===== config.mk =====
export PLATFORM = sky130hd
export DESIGN_NAME = dual_pot_motor_servo_setpoint
export DESIGN_NICKNAME = d
export VERILOG_FILES = /design/src/rtl/dpmss_pkg.sv /design/src/rtl/dual_pot_motor_servo_setpoint.sv
export SDC_FILE = /design/constraint.sdc
export NUM_CORES = 1
export LEC_CHECK = 0
export BUFFER_PORTS_ARGS = -buffer_cell sky130_fd_sc_hd__buf_2
export CAP_MARGIN = 10
export CORE_MARGIN = 1.5
export CORE_UTILIZATION = 65
export CTS_BUF_LIST = sky130_fd_sc_hd__clkbuf_4 sky130_fd_sc_hd__clkbuf_8
export CTS_CLUSTER_DIAMETER = 150
export CTS_CLUSTER_SIZE = 20
export DETAILED_ROUTE_END_ITERATION = 10
export PLACE_DENSITY = 0.83
export SLEW_MARGIN = 20
export SYNTH_ARGS = -nofsm -noshare
export SYNTH_HDL_FRONTEND = slang
export SYNTH_SLANG_ARGS = --single-unit

===== constraint.sdc =====
create_clock -name i_clk -period 10.5 [get_ports i_clk]
set_input_delay 0 -clock i_clk [delete_from_list [all_inputs] [get_ports i_clk]]
set_output_delay 0 -clock i_clk [all_outputs]
set_load 0.02 [all_outputs]

===== src/rtl/dpmss_pkg.sv =====
// Constants shared by the dual potentiometer motor/servo setpoint block.
// Window length, field widths and fixed-point reciprocals for the constant divides.
// No dependencies.
`default_nettype none

package dpmss_pkg;

    // moving average window, legal range 2..16
    localparam int unsigned WINDOW_LENGTH = 10;

    localparam int unsigned SAMPLE_W = 10;
    localparam int unsigned SUM_W    = 14;

    // fraction bits of every reciprocal below; rounding up makes each one exact
    // over the operand ranges used here
    localparam int unsigned FRAC_BITS = 20;

    // ceil(2^20 / WINDOW_LENGTH)
    localparam int unsigned AVG_RECIP_W = 20;
    localparam logic [AVG_RECIP_W-1:0] AVG_RECIP =
        AVG_RECIP_W'(((64'd1 << FRAC_BITS) + 64'(WINDOW_LENGTH) - 64'd1)
                      / 64'(WINDOW_LENGTH));

    // ceil(198 * 2^20 / 1023) and ceil(180 * 2^20 / 1023)
    localparam int unsigned SCALE_RECIP_W = 18;
    localparam logic [SCALE_RECIP_W-1:0] SPD_RECIP =
        SCALE_RECIP_W'(((64'd198 << FRAC_BITS) + 64'd1022) / 64'd1023);
    localparam logic [SCALE_RECIP_W-1:0] ANG_RECIP =
        SCALE_RECIP_W'(((64'd180 << FRAC_BITS) + 64'd1022) / 64'd1023);

    // ceil(2000 * 2^20 / 99)
    localparam int unsigned MOTOR_RECIP_W = 25;
    localparam logic [MOTOR_RECIP_W-1:0] MOTOR_RECIP =
        MOTOR_RECIP_W'(((64'd2000 << FRAC_BITS) + 64'd98) / 64'd99);

    localparam logic [8:0]  SPD_CENTRE  = 9'd99;
    localparam logic [8:0]  ANG_CENTRE  = 9'd90;
    localparam logic [13:0] SERVO_BASE  = 14'd3000;
    localparam logic [5:0]  SERVO_STEP  = 6'd50;

    localparam int unsigned IN_DATA_W  = 24;
    localparam int unsigned OUT_DATA_W = 64;

endpackage

`default_nettype wire


===== src/rtl/dual_pot_motor_servo_setpoint.sv =====
// Dual potentiometer motor/servo setpoint: moving averages, scaling, H-bridge bits
// and PWM compare values. Depends on dpmss_pkg.
`default_nettype none
//
//  channel  dir  handshake                      payload
//  s_axis   in   s_axis_tvalid/s_axis_tready    speed and angle samples
//  m_axis   out  m_axis_tvalid/m_axis_tready    setpoints, bridge bits, pulse widths
//
//  One transaction per cycle while m_axis_tready stays high; m_axis_tvalid rises once the
//  item passes the sum update (on the accept edge), average, scaling and output registers.
//  Synchronous active-low reset clears the sample histories, window sums and all
//  valid flags; the averages ramp up over the first WINDOW_LENGTH transactions.
//  Each stage advances whenever the stage after it is empty or moving, so bubbles
//  close up and input is taken while a result waits on m_axis_tready, until the stages fill.

module dual_pot_motor_servo_setpoint
    import dpmss_pkg::*;
(
    input  wire logic                  i_clk,
    input  wire logic                  i_rst_n,
    input  wire logic                  s_axis_tvalid,
    output logic                       s_axis_tready,
    // [9:0] speed_sample, [19:10] angle_sample, [23:20] zero
    input  wire logic [IN_DATA_W-1:0]  s_axis_tdata,
    output logic                       m_axis_tvalid,
    input  wire logic                  m_axis_tready,
    // [7:0] speed_signed, [14:8] speed_magnitude, [22:15] angle_signed,
    // [30:23] angle_absolute, [31] bridge_in1, [32] bridge_in2,
    // [43:33] motor_pulse_ticks, [57:44] servo_pulse_ticks, [63:58] zero
    output logic [OUT_DATA_W-1:0]      m_axis_tdata
);

    // sample histories, newest at index 0
    logic [SAMPLE_W-1:0] r_spd_hist [WINDOW_LENGTH];
    logic [SAMPLE_W-1:0] r_ang_hist [WINDOW_LENGTH];
    logic [SUM_W-1:0]    r_spd_sum, r_ang_sum;
    logic [SUM_W-1:0]    n_spd_sum, n_ang_sum;

    logic                r_v1, r_v2, r_v3, r_vo;
    logic [SAMPLE_W-1:0] r_spd_avg, r_ang_avg;
    logic [7:0]          r_spd_scaled, r_ang_abs;
    logic [OUT_DATA_W-1:0] r_out;

    logic en_s1, en_s2, en_s3, en_out, accept;
    logic [SAMPLE_W-1:0] spd_sample, ang_sample;

    assign en_out = !r_vo || m_axis_tready;
    assign en_s3  = !r_v3 || en_out;
    assign en_s2  = !r_v2 || en_s3;
    assign en_s1  = !r_v1 || en_s2;
    assign s_axis_tready = en_s1;
    assign accept = s_axis_tvalid && en_s1;

    assign spd_sample = s_axis_tdata[SAMPLE_W-1:0];
    assign ang_sample = s_axis_tdata[2*SAMPLE_W-1:SAMPLE_W];

    // oldest sample leaves the window, new one enters
    assign n_spd_sum = r_spd_sum - SUM_W'(r_spd_hist[WINDOW_LENGTH-1]) + SUM_W'(spd_sample);
    assign n_ang_sum = r_ang_sum - SUM_W'(r_ang_hist[WINDOW_LENGTH-1]) + SUM_W'(ang_sample);

    // stage 1: history and window sums (the sums are the stage payload)
    always_ff @(posedge i_clk) begin
        if (!i_rst_n) begin
            for (int k = 0; k < WINDOW_LENGTH; k++) begin
                r_spd_hist[k] <= '0;
                r_ang_hist[k] <= '0;
            end
            r_spd_sum <= '0;
            r_ang_sum <= '0;
        end else if (accept) begin
            r_spd_hist[0] <= spd_sample;
            r_ang_hist[0] <= ang_sample;
            for (int k = 1; k < WINDOW_LENGTH; k++) begin
                r_spd_hist[k] <= r_spd_hist[k-1];
                r_ang_hist[k] <= r_ang_hist[k-1];
            end
            r_spd_sum <= n_spd_sum;
            r_ang_sum <= n_ang_sum;
        end
    end

    // stage 2: divide by the window length
    logic [SUM_W+AVG_RECIP_W-1:0] spd_avg_prod, ang_avg_prod;
    assign spd_avg_prod = (SUM_W+AVG_RECIP_W)'(r_spd_sum) * (SUM_W+AVG_RECIP_W)'(AVG_RECIP);
    assign ang_avg_prod = (SUM_W+AVG_RECIP_W)'(r_ang_sum) * (SUM_W+AVG_RECIP_W)'(AVG_RECIP);

    always_ff @(posedge i_clk) begin
        if (en_s2) begin
            r_spd_avg <= spd_avg_prod[FRAC_BITS+SAMPLE_W-1:FRAC_BITS];
            r_ang_avg <= ang_avg_prod[FRAC_BITS+SAMPLE_W-1:FRAC_BITS];
        end
    end

    // stage 3: scale to 0..198 and 0..180
    logic [SAMPLE_W+SCALE_RECIP_W-1:0] spd_sc_prod, ang_sc_prod;
    assign spd_sc_prod = (SAMPLE_W+SCALE_RECIP_W)'(r_spd_avg)
                       * (SAMPLE_W+SCALE_RECIP_W)'(SPD_RECIP);
    assign ang_sc_prod = (SAMPLE_W+SCALE_RECIP_W)'(r_ang_avg)
                       * (SAMPLE_W+SCALE_RECIP_W)'(ANG_RECIP);

    always_ff @(posedge i_clk) begin
        if (en_s3) begin
            r_spd_scaled <= spd_sc_prod[FRAC_BITS+7:FRAC_BITS];
            r_ang_abs    <= ang_sc_prod[FRAC_BITS+7:FRAC_BITS];
        end
    end

    // output stage: centre, direction, pulse widths
    logic signed [8:0] spd_diff, ang_diff;
    logic [6:0]        spd_mag;
    logic              bridge_in1, bridge_in2;
    logic [31:0]       motor_prod;
    logic [10:0]       motor_ticks;
    logic [13:0]       servo_ticks;

    always_comb begin
        spd_diff    = $signed({1'b0, r_spd_scaled}) - $signed(SPD_CENTRE);
        ang_diff    = $signed({1'b0, r_ang_abs}) - $signed(ANG_CENTRE);
        spd_mag     = spd_diff[8] ? 7'(-spd_diff) : spd_diff[6:0];
        bridge_in1  = !spd_diff[8];
        bridge_in2  = spd_diff[8] || (spd_diff == 9'sd0);
        motor_prod  = 32'(spd_mag) * 32'(MOTOR_RECIP);
        motor_ticks = motor_prod[FRAC_BITS+10:FRAC_BITS];
        servo_ticks = SERVO_BASE + 14'(r_ang_abs) * 14'(SERVO_STEP);
    end

    always_ff @(posedge i_clk) begin
        if (en_out) begin
            r_out <= {6'd0, servo_ticks, motor_ticks, bridge_in2, bridge_in1,
                      r_ang_abs, ang_diff[7:0], spd_mag, spd_diff[7:0]};
        end
    end

    always_ff @(posedge i_clk) begin
        if (!i_rst_n) begin
            r_v1 <= 1'b0;
            r_v2 <= 1'b0;
            r_v3 <= 1'b0;
            r_vo <= 1'b0;
        end else begin
            if (en_s1)  r_v1 <= accept;
            if (en_s2)  r_v2 <= r_v1;
            if (en_s3)  r_v3 <= r_v2;
            if (en_out) r_vo <= r_v3;
        end
    end

    assign m_axis_tvalid = r_vo;
    assign m_axis_tdata  = r_out;

    // running sum must match the history contents
    logic [SUM_W-1:0] spd_sum_chk;
    always_comb begin
        spd_sum_chk = '0;
        for (int k = 0; k < WINDOW_LENGTH; k++) begin
            spd_sum_chk = spd_sum_chk + SUM_W'(r_spd_hist[k]);
        end
    end

    a_sum_track: assert property (@(posedge i_clk) disable iff (!i_rst_n)
        r_spd_sum == spd_sum_chk)
        else $error("speed window sum out of step with history");

    a_accept_enters: assert property (@(posedge i_clk) disable iff (!i_rst_n)
        accept |=> r_v1)
        else $error("accepted transaction not in stage one");

    a_no_drop: assert property (@(posedge i_clk) disable iff (!i_rst_n)
        r_v3 && !en_out |=> r_v3 && $stable(r_spd_scaled) && $stable(r_ang_abs))
        else $error("stalled stage three lost its item");

    a_never_both_low: assert property (@(posedge i_clk) disable iff (!i_rst_n)
        r_vo |-> (r_out[31] || r_out[32]))
        else $error("both bridge inputs low");

    a_pulse_range: assert property (@(posedge i_clk) disable iff (!i_rst_n)
        r_vo |-> (r_out[43:33] <= 11'd2000 && r_out[57:44] <= 14'd12000
                  && r_out[57:44] >= 14'd3000))
        else $error("pulse width out of range");

endmodule

`default_nettype wire


# ---- After elaboration in Yosys (flattened, before gate mapping)
# Memories as Yosys holds them, arrays and structs flattened.
# Index checks and enable logic that the tools add are counted.
dict set report word_totals {
  ramBits 200
  register_bits 126
  elab_cells 84
  memories 2
}
dict set report classes {
  n_addsub 8
  multipliers 6
  muxes 25
  bitwise_logic 20
  reduce_logical 12
}
# memory depth word_bits read_ports rd_ports_with_merged_regs write_ports line
set memory_table {}
lappend memory_table {r_ang_hist 10 10 10 0 10 dual_pot_motor_servo_setpoint.sv:35} ;# logic [SAMPLE_W-1:0] r_ang_hist [WINDOW_LENGTH];
lappend memory_table {r_spd_hist 10 10 10 0 10 dual_pot_motor_servo_setpoint.sv:34} ;# logic [SAMPLE_W-1:0] r_spd_hist [WINDOW_LENGTH];
# operator n
set ops {}
lappend ops {{$mux W10} 20}
lappend ops {{$mul A14 B16 Y29 const B} 2}
lappend ops {{$mul A10 B18 Y28 const B} 2}
lappend ops {{$mul A7 B24 Y30 const B} 1}
lappend ops {{$add A14 B10 Y14} 2}
lappend ops {{$sub A14 B10 Y14} 2}
lappend ops {{$or A1 B1 Y1} 20}
lappend ops {{$add A12 B14 Y14 const A} 1}
lappend ops {{$mul A8 B5 Y13 const B} 1}
lappend ops {{$logic_not A9 Y1} 1}
lappend ops {{$sub A8 B7 Y9 const B} 1}
lappend ops {{$sub A8 B7 Y8 const B} 1}
lappend ops {{$mux W7} 1}
lappend ops {{$neg A7 Y7} 1}
lappend ops {{$logic_not A1 Y1} 5}
lappend ops {{$logic_or A1 B1 Y1} 5}
lappend ops {{$mux W1} 4}
lappend ops {{$logic_and A1 B1 Y1} 1}

# ---- Depth between registers and ports, before layout
dict set report depth {
  depth_word 10
  ltp_mapped 24
  mapped_depth_nobuf 24
}

# ---- Worst setup path after synthesis
# Ideal clock, no wire load.
dict set report synth_path {
  kind {reg2reg}
  from {reg r_vo (netlist: m_axis_tvalid)}
  to {reg r_ang_sum[12]}
  n_path_buf 1
  path_stages_with_launch 8
  t_arrival_ps 7439
  path_slack_ps 2640
  path_cell_list {dfxtp_1 > nor2b_1 > and3_1 > nand2_1 > a21boi_0 > inv_1 > clkbuf_1 > o32ai_1}
}
dict set report synth_between {
  elab_chain_cells 6
}
# item line
set synth_rtl {}
lappend synth_rtl {{start, declared} dual_pot_motor_servo_setpoint.sv:39} ;# logic r_v1, r_v2, r_v3, r_vo;
lappend synth_rtl {{start signal, assigned} dual_pot_motor_servo_setpoint.sv:144} ;# if (en_out) r_vo <= r_v3;
lappend synth_rtl {{$logic_not A1 Y1} dual_pot_motor_servo_setpoint.sv:47} ;# assign en_out = !r_vo || m_axis_tready;
lappend synth_rtl {{$logic_or A1 B1 Y1} dual_pot_motor_servo_setpoint.sv:47}
lappend synth_rtl {{$logic_or A1 B1 Y1} dual_pot_motor_servo_setpoint.sv:48} ;# assign en_s3 = !r_v3 || en_out;
lappend synth_rtl {{$logic_or A1 B1 Y1} dual_pot_motor_servo_setpoint.sv:49} ;# assign en_s2 = !r_v2 || en_s3;
lappend synth_rtl {{$logic_or A1 B1 Y1} dual_pot_motor_servo_setpoint.sv:50} ;# assign en_s1 = !r_v1 || en_s2;
lappend synth_rtl {{via s_axis_tready} dual_pot_motor_servo_setpoint.sv:22} ;# output logic s_axis_tready,
lappend synth_rtl {{$logic_and A1 B1 Y1} dual_pot_motor_servo_setpoint.sv:52} ;# assign accept = s_axis_tvalid && en_s1;
lappend synth_rtl {{end signal, assigned} dual_pot_motor_servo_setpoint.sv:78} ;# r_ang_sum <= n_ang_sum;
lappend synth_rtl {{end, declared} dual_pot_motor_servo_setpoint.sv:36} ;# logic [SUM_W-1:0] r_spd_sum, r_ang_sum;
# The timed path passes the listed nets, and every way through them passes these cells.
# A chain may end at the register's enable or synchronous reset.

# ---- Worst setup path in the final report
dict set report layout_path {
  from {reg r_spd_scaled[0]}
  to {reg r_out[42] (netlist: m_axis_tdata[42]), data pin}
}
dict set report layout_between {
  elab_chain_cells 4
}
# item line
set layout_rtl {}
lappend layout_rtl {{start, declared} dual_pot_motor_servo_setpoint.sv:41} ;# logic [7:0] r_spd_scaled, r_ang_abs;
lappend layout_rtl {{start signal, assigned} dual_pot_motor_servo_setpoint.sv:103} ;# r_spd_scaled <= spd_sc_prod[FRAC_BITS+7:FRAC_BITS];
lappend layout_rtl {{$sub A8 B7 Y9 (*)} dual_pot_motor_servo_setpoint.sv:117} ;# spd_diff = $signed({1'b0, r_spd_scaled}) - $signed(SPD_CENTRE);
lappend layout_rtl {{$neg A7 Y7} dual_pot_motor_servo_setpoint.sv:119} ;# spd_mag = spd_diff[8] ? 7'(-spd_diff) : spd_diff[6:0];
lappend layout_rtl {{$mux W7 (*)} dual_pot_motor_servo_setpoint.sv:119}
lappend layout_rtl {{via spd_mag[4]} dual_pot_motor_servo_setpoint.sv:110} ;# logic [6:0] spd_mag;
lappend layout_rtl {{$mul A7 B24 Y30 (*)} dual_pot_motor_servo_setpoint.sv:122} ;# motor_prod = 32'(spd_mag) * 32'(MOTOR_RECIP);
lappend layout_rtl {{via motor_prod[29]} dual_pot_motor_servo_setpoint.sv:112} ;# logic [31:0] motor_prod;
lappend layout_rtl {{end signal, assigned} dual_pot_motor_servo_setpoint.sv:129} ;# r_out <= {6'd0, servo_ticks, motor_ticks, bridge_in2, bridge_in1,
lappend layout_rtl {{end, declared} dual_pot_motor_servo_setpoint.sv:42} ;# logic [OUT_DATA_W-1:0] r_out;
# The timed path passes the listed nets; every way through them passes the cells marked *.

==> flow_summary.toml <==
[worst_hold_path]
min_path_type = "in -> reg"
min_path_cells = 3
min_from = "i_rst_n"
hold_path_end = "m_axis_tvalid$_SDFFE_PN0P_"

[logic_synthesis]
syn_area_um2 = 26900
postSynth.asyncResetShare_pct = 0
synth_edf_count = 290
ys_ff_latch = 322
syn_area_per_cell_um2 = 11.5
ys_types = 72
seq_area_frac_synth_pct = 34.7
synthFlopType = "edfxtp_1"
synth_cells = 2335
yosys_warnings = 0

[worst_setup_path]
reg2reg_to = "m_axis_tdata[42]$_DFFE_PP_"
r2r-start = "r_spd_scaled[0]$_DFFE_PP_"
endpoint_kind = "flop"
startpoint_type = "flop"
ff2ff_path_depth = 22
crit_fanout = 13
critical_path_required_ps = 10980
slowest_delay_ps = 860
path_class = "reg -> reg"
reg2reg_slack_ps = 3430
path_cells = "ha_1, nor2_1, nand2_1, a31o_2, a21oi_1, xnor2_1, inv_1, fa_1, xor2_1, ha_1, o21bai_1, fa_1, fa_1, ha_1, a211oi_1, o21ai_1, a21oi_1, or3b_2, o211ai_2, a41oi_4, or4_1, nand3_1"
arrival_ps = 7550
crit_slowest_cell = "edfxtp_1"

[global_route]
grt-ovfl-total = 0
grt_pass1_wl_um = 80600
grt_pass1_vias = 17400
grtUsageTotal_pct = 23.6
antenna_found_initial = 0
grt_max_degree = 144

[die]
pin_count = 94
die_h_um = 206
rows = 74
start_util_pct = 65.9
dieArea_um2 = 42600
die_w_um = 206
core_area_um2 = 40800

[clocking]
tritoncts = "yes"
post_cts_buffers = 0
htree_levels = 1
cts_buffers = 20
cts.sinks = 322
clk_pin_slew_ps = 150
cts-root-buf = "clkbuf_8"
clk_latency_ps = 620
clockBufferDepth = 3

[sta]
fmaxAchievable_mhz = 141
clock_skew_ps = 39.8
hold_violations = 0
setup_tns_ps = 0
fin_crit_sh_pct = 67.3
worst-slew-pin-transition_ps = 1030
relSlewSlack_pct = 31.4
fin_crit_ps = 7070
rsz0062_at_grt = "false"
setup_viol = 0
slew_viol_final = 0

[finish]
finalCoreUtilization_pct = 69.8
nFillCells = 2858
layout-drive-gt1-share_pct = 5.94
finalInstanceArea_um2 = 28500
syn_to_final_growth_pct = 5.88
final_cell_mix = "ha_1 (487), inv_1 (476), edfxtp_1 (290), fa_1 (226), and2_1 (185)"
nets = 3172
final_common_cell = "ha_1"
antennaDiodeCount = 0

[placement]
port_buffers = 82
dpl-instance-area_um2 = 27900
place.gp.congestion = 0.921
hpwl_um = 38500

[detailed_routing]
viasPerCell = 5.51
ant_nets = 0
dr.pass1.iters = 5
wl_per_cell_um = 16.3
wl_um = 48400
drt_iter0_markers = 835
drc = 0
num_vias = 16400

[job]
maxCapViolCount = 0

[outcome]
outcome = "complete, no violations"
[synthesized netlist by cell type, types with 5 or more instances]
master / n / area [um^2]
xor2_1: 36 / 315
nor2b_1: 10 / 62.6
nor2_1: 58 / 218
nor3_1: 23 / 115
or2_2: 9 / 56.3
dfxtp_1: 32 / 641
a21boi_0: 7 / 52.6
a21o_1: 33 / 248
xnor2_1: 68 / 596
inv_1: 478 / 1790
or3_1: 5 / 31.3
a21oi_1: 74 / 370
clkbuf_1: 28 / 105
fa_1: 226 / 4520
o211ai_1: 7 / 52.6
a211oi_1: 11 / 82.6
buf_4: 10 / 75.1
and3_1: 7 / 43.8
and2_1: 185 / 1160
o21a_1: 12 / 90.1
o22ai_1: 18 / 113
o21ai_0: 40 / 200
o31ai_1: 6 / 45.0
nand3_1: 26 / 130
o21bai_1: 14 / 105
nand2_1: 57 / 214
nand4_1: 9 / 56.3
edfxtp_1: 290 / 8710
ha_1: 487 / 6090
[per-stage QoR]
step                hold slack, ps  worst slack, ps  instances
floorplan                      118             2640       2341
global placement               284             3570       2917
detailed placement             295             3390       2917
CTS                            155             3340       2975
global route                   189             2900       2975
finish                         197             3430       2975
[cell type report]
class	count	area [um^2]	area share [%]
flip-flops and latches	322	9350	32.8
clock buffers	32	365	1.28
repair buffers	109	673	2.36
inverters	478	1800	6.33
clock inverters	2	36.3	0.127
well taps	532	666	2.34
multi-input cells	1500	15600	54.8
[repair_timing]
action / CTS / global route
hold buffers: 24 / 0
gates resized for setup: 0 / 0
hold endpoints to repair: 28 / 0
[kinds of logic after synthesis]
family                   count (synthesis)  synth area share, %
buffers and inverters                  519                 7.41
AO/OA/AOI/OAI                          271                 6.81
AND/OR/NAND/NOR                        405                 8.20
flip-flops                             322                 34.7
XOR/XNOR                               104                 3.38
adder cells (fa/ha/maj)                713                 39.5
other                                    1               0.0139
[worst max-delay path by stage]
stage	from	endpoint	slack (ps)	depth (start not counted)
2_1_floorplan	m_axis_tvalid$_SDFFE_PN0P_	r_ang_sum[12]$_SDFFE_PN0P_	2640	7
3_3_place_gp	r_spd_scaled[0]$_DFFE_PP_	m_axis_tdata[42]$_DFFE_PP_	3570	22
3_5_place_dp	r_spd_scaled[0]$_DFFE_PP_	m_axis_tdata[42]$_DFFE_PP_	3390	19
4_1_cts	r_spd_scaled[0]$_DFFE_PP_	m_axis_tdata[42]$_DFFE_PP_	3340	22
5_1_grt	r_spd_scaled[0]$_DFFE_PP_	m_axis_tdata[42]$_DFFE_PP_	2900	19
6_report	r_spd_scaled[0]$_DFFE_PP_	m_axis_tdata[42]$_DFFE_PP_	3430	22
[state kept, by name, indices dropped and copies added (netlist names)]
name	flops
r_ang_hist	100
r_spd_sum	14
r_v2	1
r_ang_sum	14
r_ang_avg	10
r_spd_avg	10
r_v1	1
r_v3	1
r_spd_scaled	8
r_ang_abs	8
r_spd_hist	100
m_axis_tdata	54
m_axis_tvalid	1
[worst max-delay path, delay by kind of cell, from the launching register on]
family / cells / cell delay, ps
AOI/OAI and AO/OA: 8 / 1250
xor gates and xnor gates: 2 / 900
adders and majority gates: 6 / 2460
buffers and inverters: 1 / 150
DFF: 1 / 860
and+or+nand+nor: 5 / 1320
[layer usage]
metal / wire (um) / track usage [%] / vias to the layer above
li1: - / - / 7981
met1: 20200 / 28.8 / 8010
met2: 25200 / 43.9 / 306
met3: 1430 / 2.21 / 98
met4: 1510 / 7.14 / 0
met5: 0 / 0 / -
Power is left out: the tool's default activity adds up to more than one toggle a clock period on the data nets, which glitch-free logic cannot reach.
